--- config.mk ---
export PLATFORM = sky130hd
export DESIGN_NAME = text_terminal_cell_buffer
export DESIGN_NICKNAME = d
export VERILOG_FILES = /design/src/rtl/ttcb_pkg.sv /design/src/rtl/text_terminal_cell_buffer.sv
export SDC_FILE = /design/constraint.sdc
export NUM_CORES = 2
export LEC_CHECK = 0
export ABC_AREA = 1
export BUFFER_PORTS_ARGS = -buffer_cell sky130_fd_sc_hd__buf_2
export CAP_MARGIN = 10
export CORE_MARGIN = 10
export CORE_UTILIZATION = 45
export DETAILED_ROUTE_END_ITERATION = 12
export GPL_ROUTABILITY_DRIVEN = 0
export HOLD_SLACK_MARGIN = 0.06
export MAX_ROUTING_LAYER = met4
export PLACE_DENSITY_LB_ADDON = 0.3
export SYNTH_ARGS = -nofsm -noshare
export SYNTH_HDL_FRONTEND = slang
export SYNTH_SLANG_ARGS = --single-unit
export TNS_END_PERCENT = 5
--- constraint.sdc ---
create_clock -name clk -period 23.5 [get_ports clk]
set_clock_uncertainty 0.15 [all_clocks]
set_input_delay 4.7 -clock clk [delete_from_list [all_inputs] [get_ports clk]]
set_output_delay 4.7 -clock clk [all_outputs]
set_load 0.005 [all_outputs]
--- src/rtl/ttcb_pkg.sv ---
// Shared widths, codes and types of the text terminal cell buffer
`timescale 1ns / 1ps
package ttcb_pkg;

	localparam int ACT_W   = 4;
	localparam int ROW_W   = 4;
	localparam int COL_W   = 5;
	localparam int CHAR_W  = 8;
	localparam int DIR_W   = 2;
	localparam int DIRTY_W = 15;
	localparam int CELL_W  = 8;

	localparam int DEF_ROWS    = 15;
	localparam int DEF_COLUMNS = 25;

	localparam logic [CHAR_W-1:0] CODE_BIAS = 8'h20;
	localparam logic [CHAR_W-1:0] NEWLINE   = 8'h0A;

	localparam logic [ACT_W-1:0] ACT_WRITE      = 4'd0;
	localparam logic [ACT_W-1:0] ACT_PUT        = 4'd1;
	localparam logic [ACT_W-1:0] ACT_GET        = 4'd2;
	localparam logic [ACT_W-1:0] ACT_INVERT     = 4'd3;
	localparam logic [ACT_W-1:0] ACT_SET_CURSOR = 4'd4;
	localparam logic [ACT_W-1:0] ACT_READ_CURSOR = 4'd5;
	localparam logic [ACT_W-1:0] ACT_SCROLL     = 4'd6;
	localparam logic [ACT_W-1:0] ACT_CLEAR      = 4'd7;
	localparam logic [ACT_W-1:0] ACT_TAKE_DIRTY = 4'd8;
	localparam logic [ACT_W-1:0] ACT_MARK_DIRTY = 4'd9;

	localparam logic [DIR_W-1:0] DIR_UP    = 2'd0;
	localparam logic [DIR_W-1:0] DIR_DOWN  = 2'd1;
	localparam logic [DIR_W-1:0] DIR_LEFT  = 2'd2;
	localparam logic [DIR_W-1:0] DIR_RIGHT = 2'd3;

	typedef enum logic [2:0] {
		ST_IDLE,
		ST_EXEC,
		ST_SWEEP,
		ST_DRAIN,
		ST_PUTW,
		ST_RESP
	} state_t;

	typedef enum logic [2:0] {
		SW_UP,
		SW_DOWN,
		SW_LEFT,
		SW_RIGHT,
		SW_INV_SET,
		SW_INV_CLR,
		SW_ZERO
	} sweep_t;

endpackage

--- src/rtl/text_terminal_cell_buffer.sv ---
// Cell, cursor and dirty actions pass ST_IDLE, ST_EXEC and ST_RESP; the result beat is registered.
// Scroll, clear and a terminal write that scrolls sweep the cell memory one cell a cycle;
// a printable write that scrolls stores its character after the sweep; invert sweeps one line.
// One item at a time: the next beat is taken in the cycle after the result loads.
// After arst_n the cell memory is cleared by a sweep pass, with in_stall high.
// Cursor, dirty mask and the stored text_inverse setting reset to zero.
`timescale 1ns / 1ps
module text_terminal_cell_buffer #(
	parameter int ROWS    = ttcb_pkg::DEF_ROWS,
	parameter int COLUMNS = ttcb_pkg::DEF_COLUMNS
) (
	input  logic                          clk,
	input  logic                          arst_n,
	input  logic                          cfg_write_en,
	input  logic                          text_inverse,
	input  logic                          in_valid,
	output logic                          in_stall,
	input  logic [ttcb_pkg::ACT_W-1:0]    action,
	input  logic [ttcb_pkg::ROW_W-1:0]    row,
	input  logic [ttcb_pkg::COL_W-1:0]    column,
	input  logic [ttcb_pkg::CHAR_W-1:0]   char_code,
	input  logic                          invert_flag,
	input  logic [ttcb_pkg::DIR_W-1:0]    direction,
	output logic                          out_valid,
	input  logic                          out_stall,
	output logic [ttcb_pkg::CHAR_W-1:0]   char_out,
	output logic [ttcb_pkg::ROW_W-1:0]    cursor_row_out,
	output logic [ttcb_pkg::COL_W-1:0]    cursor_column_out,
	output logic [ttcb_pkg::DIRTY_W-1:0]  dirty_out
);
	import ttcb_pkg::*;

	localparam int ROW_AW    = $clog2(ROWS);
	localparam int ADDR_W    = ROW_AW + COL_W;
	localparam int MEM_DEPTH = ROWS << COL_W;

	localparam logic [ROW_W-1:0]   ROWS_L   = ROW_W'(ROWS);
	localparam logic [ROW_W-1:0]   LAST_ROW = ROW_W'(ROWS - 1);
	localparam logic [COL_W-1:0]   COLS_L   = COL_W'(COLUMNS);
	localparam logic [COL_W-1:0]   LAST_COL = COL_W'(COLUMNS - 1);
	localparam logic [DIRTY_W-1:0] ALL_ROWS = DIRTY_W'((1 << ROWS) - 1);

	function automatic logic [ADDR_W-1:0] addr_of(input logic [ROW_W-1:0] r,
			input logic [COL_W-1:0] c);
		return {r[ROW_AW-1:0], c};
	endfunction

	// cell memory: row in the upper address bits, column in the lower five
	logic [CELL_W-1:0] cell_mem_q [MEM_DEPTH];
	logic              mem_we;
	logic [ADDR_W-1:0] mem_waddr;
	logic [CELL_W-1:0] mem_wdata;
	logic              mem_re;
	logic [ADDR_W-1:0] mem_raddr;
	logic [CELL_W-1:0] rd_data_s1;

	state_t state_q, state_d;

	logic               inverse_q;
	logic [ACT_W-1:0]   act_q;
	logic [ROW_W-1:0]   row_q;
	logic [COL_W-1:0]   col_q;
	logic [CHAR_W-1:0]  char_q;
	logic               inv_flag_q;
	logic [DIR_W-1:0]   dir_q;

	logic [ROW_W-1:0]   cursor_row_q, cursor_row_d;
	logic [COL_W-1:0]   cursor_col_q, cursor_col_d;
	logic [DIRTY_W-1:0] dirty_q, dirty_d;

	sweep_t             sw_mode_q, sw_mode_d;
	logic [ROW_W-1:0]   sw_row_q, sw_row_d;
	logic [COL_W-1:0]   sw_col_q, sw_col_d;
	logic               init_q, init_d;
	logic               post_put_q, post_put_d;
	logic [ADDR_W-1:0]  put_addr_q, put_addr_d;
	logic [CELL_W-1:0]  put_data_q, put_data_d;
	logic               get_hit_q, get_hit_d;

	// sweep write-back stage, writing in the cycle after the read
	logic               wr_en_s1, wr_en_d;
	logic [ADDR_W-1:0]  wr_addr_s1, wr_addr_d;
	logic               fill_s1, fill_d;
	sweep_t             sw_mode_s1;
	logic [CELL_W-1:0]  sweep_wdata;

	logic               sw_last;
	logic               sw_desc;
	logic [ROW_W-1:0]   src_row;
	logic [COL_W-1:0]   src_col;
	logic [ROW_W-1:0]   tw_row;
	logic [COL_W-1:0]   tw_col;
	logic               tw_scroll;
	logic               accept;
	logic               out_load;
	logic               out_valid_q;
	logic [CHAR_W-1:0]  char_out_q;
	logic [ROW_W-1:0]   cur_row_out_q;
	logic [COL_W-1:0]   cur_col_out_q;
	logic [DIRTY_W-1:0] dirty_out_q;

	assign in_stall          = (state_q != ST_IDLE);
	assign accept            = in_valid && !in_stall;
	assign out_valid         = out_valid_q;
	assign char_out          = char_out_q;
	assign cursor_row_out    = cur_row_out_q;
	assign cursor_column_out = cur_col_out_q;
	assign dirty_out         = dirty_out_q;

	always_comb begin
		unique case (sw_mode_s1)
			SW_INV_SET: sweep_wdata = {1'b1, rd_data_s1[6:0]};
			SW_INV_CLR: sweep_wdata = {1'b0, rd_data_s1[6:0]};
			default:    sweep_wdata = rd_data_s1;
		endcase
		if (fill_s1) begin
			sweep_wdata = '0;
		end
	end

	always_comb begin
		sw_desc = (sw_mode_q == SW_DOWN) || (sw_mode_q == SW_RIGHT);
		if (sw_desc) begin
			sw_last = (sw_row_q == '0) && (sw_col_q == '0);
		end else if (sw_mode_q == SW_INV_SET || sw_mode_q == SW_INV_CLR) begin
			sw_last = (sw_col_q == LAST_COL);
		end else begin
			sw_last = (sw_row_q == LAST_ROW) && (sw_col_q == LAST_COL);
		end
	end

	always_comb begin
		state_d      = state_q;
		cursor_row_d = cursor_row_q;
		cursor_col_d = cursor_col_q;
		dirty_d      = dirty_q;
		sw_mode_d    = sw_mode_q;
		sw_row_d     = sw_row_q;
		sw_col_d     = sw_col_q;
		init_d       = init_q;
		post_put_d   = post_put_q;
		put_addr_d   = put_addr_q;
		put_data_d   = put_data_q;
		get_hit_d    = get_hit_q;
		wr_en_d      = 1'b0;
		wr_addr_d    = addr_of(sw_row_q, sw_col_q);
		fill_d       = 1'b0;
		src_row      = sw_row_q;
		src_col      = sw_col_q;
		tw_row       = cursor_row_q;
		tw_col       = cursor_col_q;
		tw_scroll    = 1'b0;
		mem_re       = 1'b0;
		mem_raddr    = addr_of(row_q, col_q);
		mem_we       = wr_en_s1;
		mem_waddr    = wr_addr_s1;
		mem_wdata    = sweep_wdata;
		out_load     = 1'b0;

		unique case (state_q)
			ST_IDLE: begin
				if (in_valid) begin
					state_d = ST_EXEC;
				end
			end

			ST_EXEC: begin
				state_d    = ST_RESP;
				get_hit_d  = 1'b0;
				post_put_d = 1'b0;
				unique case (act_q)
					ACT_WRITE: begin
						if (char_q == NEWLINE) begin
							cursor_col_d = '0;
							if (cursor_row_q < ROWS_L) begin
								cursor_row_d = ROW_W'(cursor_row_q + 1'b1);
							end else begin
								dirty_d   = ALL_ROWS;
								sw_mode_d = SW_UP;
								sw_row_d  = '0;
								sw_col_d  = '0;
								state_d   = ST_SWEEP;
							end
						end else if (char_q >= CODE_BIAS) begin
							if (tw_col >= COLS_L) begin
								tw_col = '0;
								if (tw_row < ROWS_L) begin
									tw_row = ROW_W'(tw_row + 1'b1);
								end
							end
							if (tw_row >= ROWS_L) begin
								tw_scroll = 1'b1;
								tw_row    = LAST_ROW;
							end
							cursor_row_d = tw_row;
							cursor_col_d = COL_W'(tw_col + 1'b1);
							put_addr_d   = addr_of(tw_row, tw_col);
							put_data_d   = {inverse_q, 7'(char_q - CODE_BIAS)};
							dirty_d      = (tw_scroll ? ALL_ROWS : dirty_q)
								| (DIRTY_W'(1) << tw_row);
							if (tw_scroll) begin
								// scroll first, the character lands after the sweep
								post_put_d = 1'b1;
								sw_mode_d  = SW_UP;
								sw_row_d   = '0;
								sw_col_d   = '0;
								state_d    = ST_SWEEP;
							end else begin
								mem_we    = 1'b1;
								mem_waddr = put_addr_d;
								mem_wdata = put_data_d;
							end
						end
					end
					ACT_PUT: begin
						if (row_q < ROWS_L && col_q < COLS_L) begin
							mem_we    = 1'b1;
							mem_waddr = addr_of(row_q, col_q);
							mem_wdata = {inverse_q, 7'(char_q - CODE_BIAS)};
							dirty_d   = dirty_q | (DIRTY_W'(1) << row_q);
						end
					end
					ACT_GET: begin
						get_hit_d = (row_q < ROWS_L) && (col_q < COLS_L);
						mem_re    = get_hit_d;
					end
					ACT_INVERT: begin
						if (row_q < ROWS_L) begin
							dirty_d   = dirty_q | (DIRTY_W'(1) << row_q);
							sw_mode_d = inv_flag_q ? SW_INV_SET : SW_INV_CLR;
							sw_row_d  = row_q;
							sw_col_d  = '0;
							state_d   = ST_SWEEP;
						end
					end
					ACT_SET_CURSOR: begin
						cursor_row_d = (row_q > ROWS_L) ? ROWS_L : row_q;
						cursor_col_d = (col_q > COLS_L) ? COLS_L : col_q;
						if (cursor_row_d == ROWS_L) begin
							cursor_col_d = '0;
						end
					end
					ACT_SCROLL: begin
						dirty_d = ALL_ROWS;
						state_d = ST_SWEEP;
						case (dir_q)
							DIR_UP: begin
								sw_mode_d = SW_UP;
								sw_row_d  = '0;
								sw_col_d  = '0;
							end
							DIR_DOWN: begin
								sw_mode_d = SW_DOWN;
								sw_row_d  = LAST_ROW;
								sw_col_d  = LAST_COL;
							end
							DIR_LEFT: begin
								sw_mode_d = SW_LEFT;
								sw_row_d  = '0;
								sw_col_d  = '0;
							end
							default: begin
								sw_mode_d = SW_RIGHT;
								sw_row_d  = LAST_ROW;
								sw_col_d  = LAST_COL;
							end
						endcase
					end
					ACT_CLEAR: begin
						dirty_d      = '0;
						cursor_row_d = '0;
						cursor_col_d = '0;
						sw_mode_d    = SW_ZERO;
						sw_row_d     = '0;
						sw_col_d     = '0;
						state_d      = ST_SWEEP;
					end
					ACT_MARK_DIRTY: begin
						dirty_d = ALL_ROWS;
					end
					default: begin
					end
				endcase
			end

			ST_SWEEP: begin
				// read the source cell now, write the target in the next cycle
				unique case (sw_mode_q)
					SW_UP: begin
						src_row = ROW_W'(sw_row_q + 1'b1);
						fill_d  = (sw_row_q == LAST_ROW);
					end
					SW_DOWN: begin
						src_row = ROW_W'(sw_row_q - 1'b1);
						fill_d  = (sw_row_q == '0);
					end
					SW_LEFT: begin
						src_col = COL_W'(sw_col_q + 1'b1);
						fill_d  = (sw_col_q == LAST_COL);
					end
					SW_RIGHT: begin
						src_col = COL_W'(sw_col_q - 1'b1);
						fill_d  = (sw_col_q == '0);
					end
					SW_INV_SET, SW_INV_CLR: begin
						fill_d = 1'b0;
					end
					SW_ZERO: begin
						fill_d = 1'b1;
					end
					default: begin
						fill_d = 1'b1;
					end
				endcase
				mem_re    = !fill_d;
				mem_raddr = addr_of(src_row, src_col);
				wr_en_d   = 1'b1;
				wr_addr_d = addr_of(sw_row_q, sw_col_q);
				if (sw_last) begin
					state_d = ST_DRAIN;
				end else if (sw_desc) begin
					if (sw_col_q == '0) begin
						sw_col_d = LAST_COL;
						sw_row_d = ROW_W'(sw_row_q - 1'b1);
					end else begin
						sw_col_d = COL_W'(sw_col_q - 1'b1);
					end
				end else begin
					if (sw_col_q == LAST_COL) begin
						sw_col_d = '0;
						sw_row_d = ROW_W'(sw_row_q + 1'b1);
					end else begin
						sw_col_d = COL_W'(sw_col_q + 1'b1);
					end
				end
			end

			ST_DRAIN: begin
				init_d = 1'b0;
				if (init_q) begin
					state_d = ST_IDLE;
				end else if (post_put_q) begin
					state_d = ST_PUTW;
				end else begin
					state_d = ST_RESP;
				end
			end

			ST_PUTW: begin
				mem_we     = 1'b1;
				mem_waddr  = put_addr_q;
				mem_wdata  = put_data_q;
				post_put_d = 1'b0;
				state_d    = ST_RESP;
			end

			ST_RESP: begin
				if (!out_valid_q || !out_stall) begin
					out_load = 1'b1;
					state_d  = ST_IDLE;
					if (act_q == ACT_TAKE_DIRTY) begin
						dirty_d = '0;
					end
				end
			end

			default: begin
				state_d = ST_IDLE;
			end
		endcase
	end

	always_ff @(posedge clk or negedge arst_n) begin
		if (!arst_n) begin
			state_q <= ST_SWEEP;
		end else begin
			state_q <= state_d;
		end
	end

	always_ff @(posedge clk or negedge arst_n) begin
		if (!arst_n) begin
			inverse_q    <= 1'b0;
			cursor_row_q <= '0;
			cursor_col_q <= '0;
			dirty_q      <= '0;
			sw_mode_q    <= SW_ZERO;
			sw_row_q     <= '0;
			sw_col_q     <= '0;
			init_q       <= 1'b1;
			post_put_q   <= 1'b0;
			get_hit_q    <= 1'b0;
			wr_en_s1     <= 1'b0;
			out_valid_q  <= 1'b0;
		end else begin
			if (cfg_write_en) begin
				inverse_q <= text_inverse;
			end
			cursor_row_q <= cursor_row_d;
			cursor_col_q <= cursor_col_d;
			dirty_q      <= dirty_d;
			sw_mode_q    <= sw_mode_d;
			sw_row_q     <= sw_row_d;
			sw_col_q     <= sw_col_d;
			init_q       <= init_d;
			post_put_q   <= post_put_d;
			get_hit_q    <= get_hit_d;
			wr_en_s1     <= wr_en_d;
			if (out_load) begin
				out_valid_q <= 1'b1;
			end else if (!out_stall) begin
				out_valid_q <= 1'b0;
			end
		end
	end

	always_ff @(posedge clk) begin
		if (accept) begin
			act_q      <= action;
			row_q      <= row;
			col_q      <= column;
			char_q     <= char_code;
			inv_flag_q <= invert_flag;
			dir_q      <= direction;
		end
		put_addr_q <= put_addr_d;
		put_data_q <= put_data_d;
		wr_addr_s1 <= wr_addr_d;
		fill_s1    <= fill_d;
		sw_mode_s1 <= sw_mode_q;
		if (out_load) begin
			char_out_q    <= get_hit_q ? CHAR_W'({1'b0, rd_data_s1[6:0]}) + CODE_BIAS : '0;
			cur_row_out_q <= cursor_row_q;
			cur_col_out_q <= cursor_col_q;
			dirty_out_q   <= dirty_q;
		end
	end

	always_ff @(posedge clk) begin
		if (mem_we) begin
			cell_mem_q[mem_waddr] <= mem_wdata;
		end
		if (mem_re) begin
			rd_data_s1 <= cell_mem_q[mem_raddr];
		end
	end

endmodule

[Word level (Yosys, flattened, before mapping)]
Memory sizes are Yosys's and may differ from the RTL's. A register that Yosys moved wholly into a read port is not among the register bits.
Cells that the tools add are included.
Operators by class
  add/sub/neg operators: 8
  multiply operators: 0
  divide/modulo/power cells: 0
  order comparisons: 8
  equality and inequality tests: 45
  shift-type cells: 2
  mux-type cells: 125
  bitwise logic cells: 3
  reductions and logical operators: 34
Operators by type and width (count)
  15-bit 2-to-1 mux: 8
  4-bit 2-to-1 mux: 24
  5-bit 2-to-1 mux: 19
  15-bit case mux with 5 select lines: 1
  8-bit case mux with 2 select lines: 3
  9-bit 2-to-1 mux: 5
  3-bit 2-to-1 mux: 14
  8-bit 2-to-1 mux: 5
  9-bit case mux with 2 select lines: 2
  15-bit bitwise OR: 2
  15-bit case mux with 2 select lines: 1
  1-bit by 4-bit left shift with 15-bit output, first input constant: 2
  1-bit 2-to-1 mux: 26
  3-bit inequality test, second input constant: 7
  5-bit case mux with 2 select lines: 2
  5-bit case mux with 4 select lines: 1
  3-bit == test, second input constant: 6
  3-bit case mux with 6 select lines: 1
  4-bit == test, second input constant: 4
  4-bit case mux with 2 select lines: 2
  4-bit case mux with 4 select lines: 1
  5-bit case mux with 3 select lines: 1
  3-bit by 2-bit == test with 1-bit output, second input constant: 4
  4-bit by 3-bit == test with 1-bit output, second input constant: 3
  49 further kinds: 81
Word-level totals
  register bits after elaboration: 131
  latch bits: 0
  RAM bits: 3840
  memory bits (read-only): 0
  output and inout bits: 34
  logic and storage cells: 254
  memories kept: 1
Memory list
  cell_mem_q: words 480, bits a word 8, read ports 1, clocked after Yosys merged registers in 1, write ports 1, line text_terminal_cell_buffer.sv:49  | logic [CELL_W-1:0] cell_mem_q [MEM_DEPTH];

[Logic depth before layout (Yosys ltp)]
  depth in word-level cells: 20
  mapped depth: 22
  gate-level depth less buffers: 21

[Least setup slack after synthesis]
OpenSTA, ideal clock, no wires.
  path type: register to register
  start point: register cursor_row_q[0]
  end point: memory cell_mem_q[0][4] (data pin)
  arrival time: 15.300 ns
  required time: 20.482 ns
  setup slack: 5.182 ns
  cell stages (with the launch flop): 17
  clock period less this slack: 18.318 ns
  cell sequence: dfrtp_1 ha_1 nand2_1 inv_1 o21ai_0 nand2_2 o21ai_4 inv_2 nor2_4 nand2_4 nand2_4 nand2_2 nand2_2 nand2_1 nand3_1 o21ai_0 o221ai_1
Between the ends
  word-level cells in the longest chain between the ends: 18
Ends and longest elaborated chain
  start, declared: line text_terminal_cell_buffer.sv:67  | logic [ROW_W-1:0] cursor_row_q, cursor_row_d;
  start signal, assigned: line text_terminal_cell_buffer.sv:399  | cursor_row_q <= cursor_row_d;
  4-bit by 1-bit adder with 4-bit output / 4-bit < comparator (equally long branches): line text_terminal_cell_buffer.sv:188, text_terminal_cell_buffer.sv:187
  4-bit 2-to-1 mux
  4-bit 2-to-1 mux *: line text_terminal_cell_buffer.sv:185  | if (tw_col >= COLS_L) begin
  4-bit 2-to-1 mux *: line text_terminal_cell_buffer.sv:184  | end else if (char_q >= CODE_BIAS) begin
  4-bit 2-to-1 mux *: line text_terminal_cell_buffer.sv:173  | if (char_q == NEWLINE) begin
  4-bit 2-to-1 mux *: line text_terminal_cell_buffer.sv:171  | unique case (act_q)
  4-bit 2-to-1 mux *: line text_terminal_cell_buffer.sv:160  | unique case (state_q)
  4-bit >= comparator *: line text_terminal_cell_buffer.sv:191  | if (tw_row >= ROWS_L) begin
  (+3 left out)
  1-bit 2-to-1 mux *: line text_terminal_cell_buffer.sv:171
  1-bit 2-to-1 mux *: line text_terminal_cell_buffer.sv:160
  8-bit 2-to-1 mux *: line text_terminal_cell_buffer.sv:201  | if (tw_scroll) begin
  8-bit 2-to-1 mux *: line text_terminal_cell_buffer.sv:184
  8-bit 2-to-1 mux *: line text_terminal_cell_buffer.sv:173
  8-bit case mux with 2 select lines *: line text_terminal_cell_buffer.sv:171
  8-bit case mux with 2 select lines *: line text_terminal_cell_buffer.sv:160
  via mem_wdata[4]: line text_terminal_cell_buffer.sv:52  | logic [CELL_W-1:0] mem_wdata;
  end, declared: line text_terminal_cell_buffer.sv:49
Mark *: on every way through the listed nets, which the timed path passes. The rest lies on a longest branch. The select of a mux whose other input is x is not followed.

[Worst setup path after layout]
  start point: register state_q[2]
  end point: register rd_data_s1[4] (read register of cell_mem_q) (data pin)
Between the ends
  word-level cells in the longest chain between the ends: 2
Ends and longest elaborated chain
  start, declared: line text_terminal_cell_buffer.sv:57  | state_t state_q, state_d;
  start signal, assigned: line text_terminal_cell_buffer.sv:377  | state_q <= state_d;
  3-bit by 2-bit == test with 1-bit output / 3-bit by 1-bit == test with 1-bit output (equally long branches): line text_terminal_cell_buffer.sv:160
  1-bit case mux with 2 select lines / 9-bit 2-to-1 mux (equally long branches): line text_terminal_cell_buffer.sv:160
  end, declared: line text_terminal_cell_buffer.sv:55  | logic [CELL_W-1:0] rd_data_s1;
Several ways; a longest one is shown, not always the timed one.
A chain may end at the register's enable or synchronous reset.

==> results_dict.tcl <==
set metrics [dict create \
    synth_common_cells "nand2_1 (6603), edfxtp_1 (3439), nand3_1 (1862)" \
    crit_type "reg -> reg" \
    drv_slew 0 \
    holdWs_ns 0.2846 \
    syn2layout_area_growth_pct 10.38 \
    synth_top_area_share_pct 70.10 \
    drive_above_1_share_pct 5.971 \
    max_freq_mhz 127.4 \
    clockRootBuffer "clkbuf_16" \
    synth_xor_area_share_pct 0.07134 \
    worstPathArrival_ns 8.39 \
    cap_viol_max_count 0 \
    ys_ff_latch 3493 \
    fin_setup_tns_ns 0 \
    synth_area_sq_um 147300 \
    finalHoldViolCount 0 \
    drt-pass1-iter-count 7 \
    synth_top_family_by_area "simple AND/OR/NAND/NOR gates" \
    worstPathRequired_ns 24.04 \
    fin_total_pwr_uw 19460 \
    leakage_uw 0.06171 \
    port_buffers 61 \
    cts_max_level 5 \
    grt_first_pass_wirelength_mm 590.8 \
    synth_cell_types 50 \
    pwr_density_cell_nw_per_um2 119.7 \
    dp.cells 17620 \
    die_x_microns 592.2 \
    worst-path-max-fanout 202 \
    drtIter0Drc 10610 \
    cp_common_cell "nand2_1" \
    grt_max_degree 203 \
    syn_avg_cell_area_sq_um 10.60 \
    yosys.area_share.adder_pct 0.08493 \
    fin_crit_ns 7.851 \
    ant_nets 0 \
    grt_pass1_vias 91910 \
    rsz0062_at_grt "no" \
    initial_core_util_pct 45.11 \
    dieArea_sq_um 350700 \
    final-setup-viol-count 0 \
    fin_cells 18270 \
    max_slew_margin_pct 18.54 \
    grt_usage_pct 22.66 \
    antenna_found_initial 10 \
    synth.most_common_cell "nand2_1" \
    hp-class "reg -> reg" \
    cts_buffers 361 \
    num-nets-final 13670 \
    synth-compound-area-share_pct 1.003 \
    ys_seq_area_share_pct 70.99 \
    muxShareOfSynthArea_pct 0 \
    yosys_warnings 0 \
    drc 0 \
    via_per_inst 5.401 \
    synth.area.top_cells "edfxtp_1 (70%), nand2_1 (17%), nand3_1 (6.3%), nor2_1 (1.4%), clkbuf_1 (1.2%)" \
    cts_hold_buf 0 \
    cts_tree "done" \
    synth_top_cell_by_area "edfxtp_1" \
    ys.flop_type "edfxtp_1" \
    pin_count 64 \
    synthSimpleGateAreaFrac_pct 25.02 \
    row_count 210 \
    worst_pin_slew_ns 1.222 \
    status "complete, no violations" \
    ctsResizeCount 0 \
    vias 98660 \
    syn_nets 13940 \
    synth_edf_count 3439 \
    wl_mm 398.1 \
    cts_buffer_depth 4 \
    path_cells "nor2_1 > nand2_1 > buf_4 > nand2_1 > nand2_4 > buf_12 > buf_4 > buf_4 > buf_4 > nand2_1 > nand2_1 > a21oi_1 > o21ai_0 > nand3_1 > nand3_1 > nand3_1 > nand2_1 > nand2_1 > nand3_1 > nand3_1 > nand2_1" \
    coreArea_sq_um 326600 \
    period_share_pct 33.41 \
    dp_hpwl_mm 214.5 \
    async_flop_share_pct 1.260 \
    cp_slowest_stage_delay_ns 0.91 \
    clock_sinks 3493 \
    die_h_microns 592.2 \
    critical_path.slowest_cell "nand2_4" \
    cts_setup_buffers 0 \
    post-route-util_pct 49.79 \
    startpoint_type "flip-flop" \
    clk_pin_slew_ns 0.06 \
    synthCells 13900 \
    end_kind "flip-flop" \
    vdd_ir_drop_max_mv 0.2727 \
    overflow 0 \
    clk_latency_ns 0.90 \
    routedWlPerCell_microns 21.79 \
]
metrics by stage:
| step | worst slack (ns) | cell area (sq um) |
|---|---|---|
| floorplan | 5.182 | 147300 |
| global placement | 15.79 | 151200 |
| detailed placement | 15.73 | 151200 |
| CTS | 15.70 | 162600 |
| global route | 15.36 | 162600 |
| finish | 15.65 | 162600 |
layout make-up:
cell class | count | area (sq um)
repair buffers | 204 | 1704
well taps | 4346 | 5438
clock buffers | 450 | 9600
flip-flops and latches | 3493 | 104600
multi-input cells | 9392 | 38810
fillers | 28490 | 164000
diodes | 4 | 10.01
clock inverters | 197 | 1769
inverters | 181 | 689.4
critical path: cells and delay by family, from the launching register on:
family	cells	cell delay [ns]
compound gates	2	0.20
buf+inv	5	3.29
flops	1	0.45
simple gates	14	3.27
report_power, final:
part           switching (uW)  internal, uW
Combinational            4510           960
Clock                    2350          3230
Sequential               66.6          8350
sequential cells by signal, indices dropped and copies added (netlist names), 7 cells and up:
name / count
dirty_out: 15
wr_addr_s1: 9
put_data_q: 7
dirty_q: 15
char_q: 8
put_addr_q: 9
char_out: 8
rd_data_s1: 7
cell_mem_q: 3360
placed cells by master (no fill, tap or decap), drive strengths merged, types with 2 or more instances in the layout:
| cell type | count |
|---|---|
| a22oi | 6 |
| o2111ai | 2 |
| ha | 10 |
| o211ai | 17 |
| a21oi | 81 |
| o22ai | 8 |
| nand3b | 3 |
| buf | 204 |
| nor2 | 601 |
| dfstp | 4 |
| nand2 | 6614 |
| inv | 186 |
| nor4 | 5 |
| a31oi | 6 |
| nand4 | 8 |
| a221oi | 2 |
| dfxtp | 10 |
| edfxtp | 3439 |
| nand3 | 1866 |
| clkbuf | 450 |
| nor3 | 15 |
| xor2 | 8 |
| o21bai | 2 |
| diode | 4 |
| clkinv | 148 |
| o21ai | 123 |
| bufinv | 31 |
| dfrtp | 40 |
| o31ai | 4 |
| xnor2 | 4 |
| clkinvlp | 13 |
cells by family after synthesis:
family,Yosys count
buf+inv,1015
xor+xnor,12
compound gates,257
flops,3493
fa+ha+maj,10
simple gates,9113
final timing paths:
kind | cells past startpoint | startpoint | end | slack [ns]
worst max-delay path | 21 | state_q[2]$_DFFE_PN0P_ | rd_data_s1[4]$_DFFE_PP_ | 15.65
worst min-delay path | 0 | sw_row_q[3]$_DFFE_PN0P_ | wr_addr_s1[8]$_DFF_P_ | 0.28
worst max register to register | 21 | state_q[2]$_DFFE_PN0P_ | rd_data_s1[4]$_DFFE_PP_ | 15.65
worst min register to register | 0 | sw_row_q[3]$_DFFE_PN0P_ | wr_addr_s1[8]$_DFF_P_ | 0.28
max in group asynchronous | 1 | arst_n | sw_col_q[0]$_DFFE_PN0P_ | 18.63
min in group asynchronous | 1 | arst_n | dirty_q[6]$_DFFE_PN0P_ | 3.88
metal layers:
| metal | vias to the layer above | global-route usage [%] | share of wire [%] |
|---|---|---|---|
| met5 | - | - | 0 |
| met4 | 0 | 7.328 | 3.6 |
| met3 | 759 | 3.279 | 8.2 |
| met2 | 4135 | 35.58 | 47 |
| met1 | 47370 | 30.65 | 41 |
| li1 | 46400 | - | - |
(Power assumes the default switching activity.)
